<file path="config.mk">
export PLATFORM = sky130hd
export DESIGN_NAME = decimal_number_token_scanner
export DESIGN_NICKNAME = d
export VERILOG_FILES = /design/src/hw/rtl/dnts_pkg.sv /design/src/hw/rtl/dnts_step.sv /design/src/hw/rtl/decimal_number_token_scanner.sv
export SDC_FILE = /design/constraint.sdc
export NUM_CORES = 1
export LEC_CHECK = 0
export BUFFER_PORTS_ARGS = -buffer_cell sky130_fd_sc_hd__buf_2
export CAP_MARGIN = 20
export CORE_MARGIN = 3
export CORE_UTILIZATION = 40
export DETAILED_ROUTE_END_ITERATION = 6
export PLACE_DENSITY = 0.61
export SYNTH_ARGS = -nofsm -noshare
export SYNTH_HDL_FRONTEND = slang
export SYNTH_SLANG_ARGS = --single-unit
</file>
<file path="constraint.sdc">
create_clock -name clk -period 4.7 [get_ports clk]
set_input_delay 0.94 -clock clk [delete_from_list [all_inputs] [get_ports clk]]
set_output_delay 0.94 -clock clk [all_outputs]
set_load 0.05 [all_outputs]
</file>
<file path="src/hw/rtl/dnts_pkg.sv">
package dnts_pkg;

  localparam int LEN_BITS = 16;
  localparam logic [LEN_BITS-1:0] LEN_MAX = {LEN_BITS{1'b1}};

  typedef enum logic [17:0] {
    PH_WS     = 18'h00001,
    PH_SIGN   = 18'h00002,
    PH_I1     = 18'h00004,
    PH_I2     = 18'h00008,
    PH_INF3   = 18'h00010,
    PH_INF4   = 18'h00020,
    PH_INF5   = 18'h00040,
    PH_INF6   = 18'h00080,
    PH_INF7   = 18'h00100,
    PH_N1     = 18'h00200,
    PH_N2     = 18'h00400,
    PH_NAN3   = 18'h00800,
    PH_NANTL  = 18'h01000,
    PH_DIGITS = 18'h02000,
    PH_EXP1   = 18'h04000,
    PH_EXP2   = 18'h08000,
    PH_EXPD   = 18'h10000,
    PH_DONE   = 18'h20000
  } phase_t;

  localparam logic [1:0] KIND_NONE = 2'd0;
  localparam logic [1:0] KIND_FIN  = 2'd1;
  localparam logic [1:0] KIND_INF  = 2'd2;
  localparam logic [1:0] KIND_NAN  = 2'd3;

  localparam logic [7:0] CH_NUL    = 8'h00;
  localparam logic [7:0] CH_DOT    = 8'h2E;
  localparam logic [7:0] CH_PLUS   = 8'h2B;
  localparam logic [7:0] CH_MINUS  = 8'h2D;
  localparam logic [7:0] CH_LPAREN = 8'h28;
  localparam logic [7:0] CH_RPAREN = 8'h29;
  localparam logic [7:0] CH_E      = 8'h65;
  localparam logic [7:0] CH_Y      = 8'h79;
  localparam logic [7:0] CH_I      = 8'h69;
  localparam logic [7:0] CH_N      = 8'h6E;
  localparam logic [7:0] CH_F      = 8'h66;
  localparam logic [7:0] CH_T      = 8'h74;
  localparam logic [7:0] CH_A      = 8'h61;

  typedef struct packed {
    phase_t              phase;
    logic [LEN_BITS-1:0] pos;
    logic [LEN_BITS-1:0] end_pos;
    logic [1:0]          kind;
    logic                dot;
  } scan_state_t;

  localparam scan_state_t SCAN_RST = '{
    phase:   PH_WS,
    pos:     '0,
    end_pos: '0,
    kind:    KIND_NONE,
    dot:     1'b0
  };

  function automatic logic is_ws(input logic [7:0] c);
    return (c == 8'h20) || (c >= 8'h09 && c <= 8'h0D);
  endfunction

  function automatic logic is_dig(input logic [7:0] c);
    return (c >= 8'h30) && (c <= 8'h39);
  endfunction

  // lower-case letter or its upper-case twin
  function automatic logic is_ltr(input logic [7:0] c, input logic [7:0] lower);
    return (c == lower) || (c == (lower - 8'h20));
  endfunction

endpackage

</file>
<file path="src/hw/rtl/dnts_step.sv">
module dnts_step
  import dnts_pkg::*;
(
  input  scan_state_t cur,
  input  logic [7:0]  char_byte,
  output scan_state_t nxt
);

  logic [LEN_BITS-1:0] end_here;
  logic                sat;
  phase_t              body_phase;
  logic                body_acc;
  logic                body_dot;

  assign sat      = (cur.pos == LEN_MAX);
  assign end_here = sat ? LEN_MAX : cur.pos + 1'b1;

  // first character of the number body
  always_comb begin
    body_acc = 1'b0;
    body_dot = 1'b0;
    if (is_ltr(char_byte, CH_I)) begin
      body_phase = PH_I1;
    end else if (is_ltr(char_byte, CH_N)) begin
      body_phase = PH_N1;
    end else if (is_dig(char_byte)) begin
      body_phase = PH_DIGITS;
      body_acc   = 1'b1;
    end else if (char_byte == CH_DOT) begin
      body_phase = PH_DIGITS;
      body_acc   = 1'b1;
      body_dot   = 1'b1;
    end else begin
      body_phase = PH_DONE;
    end
  end

  always_comb begin
    logic       acc;
    logic [1:0] acc_kind;
    nxt      = cur;
    acc      = 1'b0;
    acc_kind = KIND_FIN;
    nxt.pos  = end_here;
    unique case (cur.phase)
      PH_WS: begin
        if (!is_ws(char_byte)) begin
          if (char_byte == CH_PLUS || char_byte == CH_MINUS) begin
            nxt.phase = PH_SIGN;
          end else begin
            nxt.phase = body_phase;
            acc       = body_acc;
            nxt.dot   = cur.dot | body_dot;
          end
        end
      end
      PH_SIGN: begin
        nxt.phase = body_phase;
        acc       = body_acc;
        nxt.dot   = cur.dot | body_dot;
      end
      PH_I1:   nxt.phase = is_ltr(char_byte, CH_N) ? PH_I2 : PH_DONE;
      PH_I2: begin
        if (is_ltr(char_byte, CH_F)) begin
          acc       = 1'b1;
          acc_kind  = KIND_INF;
          nxt.phase = PH_INF3;
        end else begin
          nxt.phase = PH_DONE;
        end
      end
      PH_INF3: nxt.phase = is_ltr(char_byte, CH_I) ? PH_INF4 : PH_DONE;
      PH_INF4: nxt.phase = is_ltr(char_byte, CH_N) ? PH_INF5 : PH_DONE;
      PH_INF5: nxt.phase = is_ltr(char_byte, CH_I) ? PH_INF6 : PH_DONE;
      PH_INF6: nxt.phase = is_ltr(char_byte, CH_T) ? PH_INF7 : PH_DONE;
      PH_INF7: begin
        acc       = is_ltr(char_byte, CH_Y);
        acc_kind  = KIND_INF;
        nxt.phase = PH_DONE;
      end
      PH_N1:   nxt.phase = is_ltr(char_byte, CH_A) ? PH_N2 : PH_DONE;
      PH_N2: begin
        if (is_ltr(char_byte, CH_N)) begin
          acc       = 1'b1;
          acc_kind  = KIND_NAN;
          nxt.phase = PH_NAN3;
        end else begin
          nxt.phase = PH_DONE;
        end
      end
      PH_NAN3: begin
        if (char_byte == CH_LPAREN) begin
          acc       = 1'b1;
          acc_kind  = KIND_NAN;
          nxt.phase = PH_NANTL;
        end else begin
          nxt.phase = PH_DONE;
        end
      end
      PH_NANTL: begin
        // unclosed tail swallows everything up to the terminator
        acc      = 1'b1;
        acc_kind = KIND_NAN;
        if (char_byte == CH_RPAREN) nxt.phase = PH_DONE;
      end
      PH_DIGITS: begin
        if (is_dig(char_byte)) begin
          acc = 1'b1;
        end else if (char_byte == CH_DOT && !cur.dot) begin
          acc     = 1'b1;
          nxt.dot = 1'b1;
        end else if (is_ltr(char_byte, CH_E)) begin
          nxt.phase = PH_EXP1;
        end else begin
          nxt.phase = PH_DONE;
        end
      end
      PH_EXP1: begin
        if (char_byte == CH_PLUS || char_byte == CH_MINUS) begin
          nxt.phase = PH_EXP2;
        end else if (is_dig(char_byte)) begin
          acc       = 1'b1;
          nxt.phase = PH_EXPD;
        end else begin
          nxt.phase = PH_DONE;
        end
      end
      PH_EXP2, PH_EXPD: begin
        if (is_dig(char_byte)) begin
          acc       = 1'b1;
          nxt.phase = PH_EXPD;
        end else begin
          nxt.phase = PH_DONE;
        end
      end
      default: nxt.phase = PH_DONE;
    endcase
    if (acc) begin
      nxt.end_pos = end_here;
      nxt.kind    = acc_kind;
    end
  end

endmodule

</file>
<file path="src/hw/rtl/decimal_number_token_scanner.sv">
// Decimal number token scanner.
// Input channel: one character per transaction on in_char_byte (in_valid /
// in_stall). A zero byte terminates the string. Output channel: one
// transaction per string, issued for the zero byte, carrying the number of
// leading characters that form a number (whitespace and sign included,
// saturating at the all-ones value) and its kind: none, finite, inf, nan.
// Throughput: one character per cycle, sustained, except while a zero byte
// waits for the result register. The character goes into an input register;
// a scanner step then updates the phase state and, for a zero byte, loads the
// result register, from which out_valid is driven.
// A stalled result stays in the output register while characters of the
// next string keep flowing; only the next zero byte waits, raising in_stall,
// until the result register frees up.
// Reset (rst_n low, synchronous) drops both valids and returns the scanner
// to the leading whitespace phase with empty length and kind.
module decimal_number_token_scanner
  import dnts_pkg::*;
(
  input  logic                clk,
  input  logic                rst_n,
  input  logic                in_valid,
  output logic                in_stall,
  input  logic [7:0]          in_char_byte,
  output logic                out_valid,
  input  logic                out_stall,
  output logic [LEN_BITS-1:0] out_consumed_len,
  output logic [1:0]          out_token_kind
);

  logic                s1_valid_r;
  logic [7:0]          s1_char_r;
  scan_state_t         state_r;
  scan_state_t         state_nxt;
  logic                out_valid_r;
  logic [LEN_BITS-1:0] out_len_r;
  logic [1:0]          out_kind_r;
  logic                out_free;
  logic                s1_term;
  logic                s1_go;

  dnts_step u_step (
    .cur       (state_r),
    .char_byte (s1_char_r),
    .nxt       (state_nxt)
  );

  assign out_free = !out_valid_r || !out_stall;
  assign s1_term  = (s1_char_r == CH_NUL);
  assign s1_go    = s1_valid_r && (!s1_term || out_free);
  assign in_stall = s1_valid_r && !s1_go;

  always_ff @(posedge clk) begin
    if (!rst_n) begin
      s1_valid_r <= 1'b0;
    end else if (in_valid && !in_stall) begin
      s1_valid_r <= 1'b1;
    end else if (s1_go) begin
      s1_valid_r <= 1'b0;
    end
  end

  always_ff @(posedge clk) begin
    if (in_valid && !in_stall) s1_char_r <= in_char_byte;
  end

  always_ff @(posedge clk) begin
    if (!rst_n) begin
      state_r <= SCAN_RST;
    end else if (s1_go) begin
      state_r <= s1_term ? SCAN_RST : state_nxt;
    end
  end

  always_ff @(posedge clk) begin
    if (!rst_n) begin
      out_valid_r <= 1'b0;
    end else if (s1_go && s1_term) begin
      out_valid_r <= 1'b1;
    end else if (!out_stall) begin
      out_valid_r <= 1'b0;
    end
  end

  always_ff @(posedge clk) begin
    if (s1_go && s1_term) begin
      out_len_r  <= state_r.end_pos;
      out_kind_r <= state_r.kind;
    end
  end

  assign out_valid        = out_valid_r;
  assign out_consumed_len = out_len_r;
  assign out_token_kind   = out_kind_r;

`ifndef SYNTHESIS
  a_none_zero_len: assert property (@(posedge clk) disable iff (!rst_n)
    state_r.kind == KIND_NONE |-> state_r.end_pos == '0)
    else $error("token end set without a token kind");

  a_end_le_pos: assert property (@(posedge clk) disable iff (!rst_n)
    state_r.end_pos <= state_r.pos)
    else $error("token end beyond characters seen");

  a_out_none_zero: assert property (@(posedge clk) disable iff (!rst_n)
    out_valid_r && out_kind_r == KIND_NONE |-> out_len_r == '0)
    else $error("result with no number but nonzero length");

  a_stall_only_term: assert property (@(posedge clk) disable iff (!rst_n)
    in_stall |-> s1_valid_r && s1_term && out_valid_r)
    else $error("input stalled without a blocked terminator");

  a_term_resets: assert property (@(posedge clk) disable iff (!rst_n)
    s1_go && s1_term |=> state_r == SCAN_RST && out_valid_r)
    else $error("terminator did not reset scanner and post result");
`endif

endmodule

</file>
==> flow_metrics.py, run 1 <==
metrics = {
    "synthesis": {
        "yosysSeqAreaShare_pct": 43.7,
        "syn_inst": 484,
        "synth_fp_nets": 497,
        "synthTopCellsByArea": "dfxtp_1, edfxtp_1, nand2_1",
        "postSynthAreaPerCell_um2": 8.89,
        "synth_async_sr_flop_share_pct": 0,
        "synth_enable_flop_cells": 26,
        "synth_top_cell_by_area": "dfxtp_1",
        "ys_seq_elements": 81,
        "post_synth_num_cell_types": 65,
        "yosysTopAreaCellShare_pct": 25.6,
        "yosysWarnings": 0,
        "dominantRegCellSynth": "dfxtp_1",
        "netlist_area_um2": 4300,
    },
    "floorplan": {
        "fp.dieH_um": 110,
        "die_area_um2": 12000,
        "core_area_um2": 10400,
        "die_width_um": 110,
        "rows": 37,
        "io_pins": 32,
        "initial_core_util_pct": 41.5,
    },
    "critical_path": {
        "cp.arrival_ps": 3590,
        "reg2reg_to": "state_r[49]",
        "critical_path_required_ps": 5000,
        "endpoint": "state_r[49]",
        "reg2reg_slack_ps": 1410,
        "r2r-start": "state_r[41]",
        "critical_path_class": "flop to flop",
        "end_kind": "flop",
        "crit_path_start_kind": "flop",
        "critical_path.startpoint": "state_r[41]",
        "cp_max_fo": 18,
        "reg2regPathDepth": 7,
    },
    "pwr": {
        "p_per_area_nw_per_um2": 312,
        "power_frac_clock_pct": 43.6,
        "leakagePower_nw": 1.59,
        "switching_share_pct": 24.4,
        "p_comb_share_pct": 6.6,
        "ir_worst_vdd_mv": 0.185,
        "intPower_mw": 1.13,
        "net-switching-power_uw": 364,
        "seqPwrFrac_pct": 49.8,
    },
    "placement": {
        "dp_slack_ps": 1500,
        "hpwl_mm": 7.16,
        "place_inst": 624,
        "gp_congestion": 0.963,
        "numPortBuffers": 31,
    },
    "clock_tree": {
        "clock_path_buffers": 2,
        "postCtsSetupBuffers": 0,
        "numCtsBuffers": 9,
        "insertion_delay_ps": 370,
        "cts_hold_buffers": 0,
        "cts.root.buffer_cell": "clkbuf_8",
        "h-tree-depth": 3,
        "cts_resized": 0,
        "cts_tree": "done",
        "path_clk_slew_ps": 90,
        "clock-sinks": 81,
    },
    "grt": {
        "antenna_found_initial": 0,
        "grt.total_usage_pct": 17.4,
        "grt_pass1_wl_mm": 16.4,
        "gr-total-overflow": 0,
        "grt_pass1_vias": 3178,
        "grt_start_max_net_pins": 60,
    },
    "flow_run": {
        "cap_viol_max_count": 0,
    },
    "sta": {
        "max_freq_mhz": 304,
        "fin_ws_ps": 1410,
        "slew_headroom_pct": 30.0,
        "finClkSkew_ps": 12.6,
        "period_minus_slack_ps": 3290,
        "finalSetupTns_ps": 0,
        "fin_crit_sh_pct": 70.0,
        "slew_violations": 0,
        "rsz0062_at_grt": "false",
        "setup-violations-final": 0,
        "worstMarginPinSlew_ps": 1040,
        "finalHoldViolations": 0,
    },
    "cells_and_area": {
        "layout_common_cells": "dfxtp_1, nand2_1, nand3_1",
        "drive_above_1_share_pct": 13.3,
        "fillers": 1021,
        "layout.nets": 512,
        "post_layout_nonfiller_instances": 640,
        "final_common_cell": "dfxtp_1",
        "multiInputGateArea_um2": 2270,
        "diodes": 0,
        "seq_area_um2": 1880,
        "syn2layout_area_growth_pct": 10.9,
    },
    "detailed_routing": {
        "via_count": 3760,
        "vias_per_cell": 5.88,
        "wl_per_cell_um": 15.9,
        "antenna_left": 0,
        "drt-total-wl_mm": 10.2,
        "drt_iter0_markers": 303,
        "drc": 0,
        "first_pass_iters": 6,
    },
    "hold_path": {
        "hp-class": "flop to flop",
    },
    "status": {
        "outcome": "completed",
    },
}
-- synthesized netlist by cell type, types with 4 or more instances --
| master | count |
|---|---|
| dfxtp_1 | 55 |
| nand2_1 | 51 |
| nand3_1 | 33 |
| nor2_1 | 28 |
| edfxtp_1 | 26 |
| o21ai_0 | 26 |
| nand4_1 | 21 |
| clkbuf_1 | 20 |
| nor2b_1 | 19 |
| a21boi_0 | 15 |
| nor3_1 | 15 |
| a21oi_1 | 14 |
| a22oi_1 | 12 |
| a21boi_1 | 8 |
| nor4_1 | 8 |
| o21ai_1 | 8 |
| and3_1 | 7 |
| and2_1 | 6 |
| inv_1 | 6 |
| nand2b_1 | 6 |
| xnor2_1 | 6 |
| xor2_1 | 6 |
| or4_1 | 5 |
| a31oi_1 | 4 |
| and4_1 | 4 |
| buf_2 | 4 |
| nand4b_1 | 4 |
| nor3b_1 | 4 |
| nor4b_1 | 4 |
| o21a_1 | 4 |
| or2_2 | 4 |
| or3_1 | 4 |
-- how the worst min path moves through the flow --
stage / cells after the start / slack (ps) / start / endpoint
after floorplan: 0 / 400 / state_r[15] / out_consumed_len[12]
after global placement: 0 / 420 / state_r[3] / out_consumed_len[0]
after detailed placement: 0 / 420 / state_r[14] / out_consumed_len[11]
after CTS: 0 / 440 / state_r[2] / out_token_kind[1]
after global routing: 0 / 460 / state_r[5] / out_consumed_len[2]
final: 0 / 440 / state_r[3] / out_consumed_len[0]
-- layout make-up --
| type | instances | area share, % |
|---|---|---|
| sequential | 81 | 39.4 |
| inverter | 6 | 0.472 |
| clock inverter | 7 | 2.73 |
| multi-input combinational | 368 | 47.6 |
| tap | 136 | 3.57 |
| timing repair buffer | 33 | 3.57 |
| clock buffer | 9 | 2.60 |
-- critical path: stages (launching register included) --
cell     delay (ps)
dfxtp_1         380
nor4_1          740
and4_1          530
nand2_1         160
o31ai_1         530
a21o_1          550
a22oi_1         190
nor2b_1         150
-- sequential cells by signal, indices dropped and copies added, names as in the netlist --
signal,count
out_consumed_len,16
out_token_kind,2
s1_valid_r,1
state_r,53
out_valid,1
s1_char_r,8
-- per-stage QoR --
stage | utilization (%) | hold slack (ps) | cell area, µm² | total power, mW
2_1_floorplan | - | 402 | 4300 | 0.830
3_3_place_gp | 43.6 | 418 | 4520 | 0.853
6_report | 46.0 | 441 | 4770 | 1.49
4_1_cts | 46.0 | 438 | 4770 | 1.50
3_5_place_dp | 43.6 | 417 | 4520 | 0.853
5_1_grt | 46.0 | 457 | 4770 | 1.54
-- power groups by stage --
stage	logic [mW]	clock network (mW)	registers, mW
after floorplan	0.0803	0	0.749
after global placement	0.0959	0	0.757
after detailed placement	0.0956	0	0.757
after CTS	0.0963	0.661	0.741
after global routing	0.106	0.693	0.744
final	0.0981	0.650	0.742
-- kinds of logic (layout without fill, tap and decap cells) --
kind of cell    count (synthesis)  in the layout  share of synthesized area, %
simple gates                  240            240                          31.5
compound gates                115            115                          18.4
flops                          81             81                          43.7
buf+inv                        35             55                          3.55
xor+xnor                       12             12                          2.44
fa+ha+maj                       1              1                         0.291
-- routing by layer --
metal	vias to the layer above	GRT usage [%]	wire length [µm]
li1	1846	-	-
met4	0	7.03	243
met5	-	0	0
met1	1740	26.3	5130
met3	23	3.46	692
met2	151	24.1	4110
(Power assumes the default switching activity.)
==> run 2: changes to the inputs <==
clock period = 3.4 ns   (was 4.7 ns; I/O delays follow)
==> flow_metrics.py, run 2 (same netlist as run 1, synthesis figures left out) <==
metrics = {
    "grt": {
        "gr-total-overflow": 0,
        "antenna_found_initial": 0,
        "grt.total_usage_pct": 18.1,
        "grt_start_max_net_pins": 43,
        "grt_pass1_vias": 3376,
        "grt_pass1_wl_mm": 17.2,
    },
    "critical_path": {
        "cp.arrival_ps": 2350,
        "critical_path_class": "flop to output port",
        "slowest_stage": "edfxtp_1",
        "critical_path_required_ps": 2720,
        "end_kind": "output port",
        "cp_max_fo": 11,
        "critical-path-max-stage-delay_ps": 510,
        "path_cells": "or3_1 -> nor3_1 -> buf_4 -> nand2_1 -> nor2_1 -> buf_2",
        "crit_path_start_kind": "flop",
    },
    "cells_and_area": {
        "fillers": 1050,
        "final_common_cell": "dfxtp_1",
        "largest_reg_flops": 53,
        "seq_area_um2": 1880,
        "regMostFlops": "state_r",
        "syn2layout_area_growth_pct": 11.6,
        "drive_above_1_share_pct": 15.0,
        "multiInputGateArea_um2": 2270,
        "final_util_pct": 46.3,
        "post_layout_nonfiller_instances": 650,
        "layout_common_cells": "dfxtp_1, nand2_1, nand3_1",
        "diodes": 0,
        "fin_area_um2": 4800,
        "layout.nets": 522,
    },
    "floorplan": {
        "die_width_um": 110,
        "core_area_um2": 10400,
        "fp.dieH_um": 110,
        "initial_core_util_pct": 41.5,
        "io_pins": 32,
        "die_area_um2": 12000,
        "rows": 37,
    },
    "placement": {
        "placed_area_um2": 4590,
        "place_inst": 634,
        "hpwl_mm": 7.49,
        "gp_congestion": 0.957,
        "numPortBuffers": 31,
        "dp_slack_ps": 483,
    },
    "flow_run": {
        "cap_viol_max_count": 0,
    },
    "clock_tree": {
        "cts_hold_buffers": 0,
        "postCtsSetupBuffers": 0,
        "cts_resized": 0,
        "cts.root.buffer_cell": "clkbuf_8",
        "h-tree-depth": 3,
        "numCtsBuffers": 9,
        "clock_path_buffers": 2,
        "insertion_delay_ps": 360,
        "clock-sinks": 81,
        "cts_tree": "done",
        "path_clk_slew_ps": 90,
    },
    "sta": {
        "fin_crit_sh_pct": 89.0,
        "finalHoldViolations": 0,
        "period_minus_slack_ps": 3030,
        "slew_headroom_pct": 32.5,
        "finClkSkew_ps": 14.4,
        "rsz0062_at_grt": "false",
        "max_freq_mhz": 330,
        "finalSetupTns_ps": 0,
        "slew_violations": 0,
        "hold_slack_ps": 442,
        "fin_ws_ps": 373,
        "setup-violations-final": 0,
        "worstMarginPinSlew_ps": 1010,
    },
    "detailed_routing": {
        "drt_iter0_markers": 313,
        "antenna_left": 0,
        "wl_per_cell_um": 15.8,
        "drc": 0,
        "drt-total-wl_mm": 10.3,
        "vias_per_cell": 5.69,
        "first_pass_iters": 5,
        "via_count": 3699,
    },
    "pwr": {
        "finalPower_mw": 1.91,
        "p_per_area_nw_per_um2": 398,
        "ir_worst_vdd_mv": 0.209,
        "leakagePower_nw": 1.62,
    },
    "status": {
        "outcome": "completed",
    },
    "hold_path": {
        "hp-class": "flop to flop",
    },
}
==> run 2: power breakdown <==
part | internal (mW) | leakage, nW | switching, mW
sequential | 1.01 | 0.703 | 0.0163
clock | 0.353 | 0.103 | 0.387
combinational | 0.0538 | 0.810 | 0.0932
==> run 2: critical path: cells and delay by family, from the launching register on <==
| family | cells | cell delay, ps |
|---|---|---|
| and+or+nand+nor | 4 | 930 |
| buffers and inverters | 2 | 540 |
| DFF | 1 | 510 |
==> run 2: final cells by class <==
type / count / area share [%]
clock buffer: 9 / 2.58
clock inverter: 7 / 1.75
inverter: 6 / 0.469
multi-input combinational: 368 / 47.4
sequential: 81 / 39.2
tap: 136 / 3.54
timing repair buffer: 43 / 5.11
==> run 2: worst paths after layout <==
path / from / slack [ps] / cells past startpoint / to
hold reg to reg: state_r[16] / 440 / 0 / out_consumed_len[13]
setup reg to reg: s1_char_r[6] / 450 / 7 / state_r[18]
setup / recovery: s1_char_r[3] / 370 / 6 / in_stall
hold / removal: state_r[16] / 440 / 0 / out_consumed_len[13]
==> run 2: per-layer routing <==
layer / wire length [µm] / up-vias / track usage (%)
met1: 5230 / 1708 / 27.8
met5: 0 / - / 0
met2: 4300 / 117 / 25.3
li1: - / 1863 / -
met4: 138 / 0 / 5.16
met3: 601 / 11 / 3.76
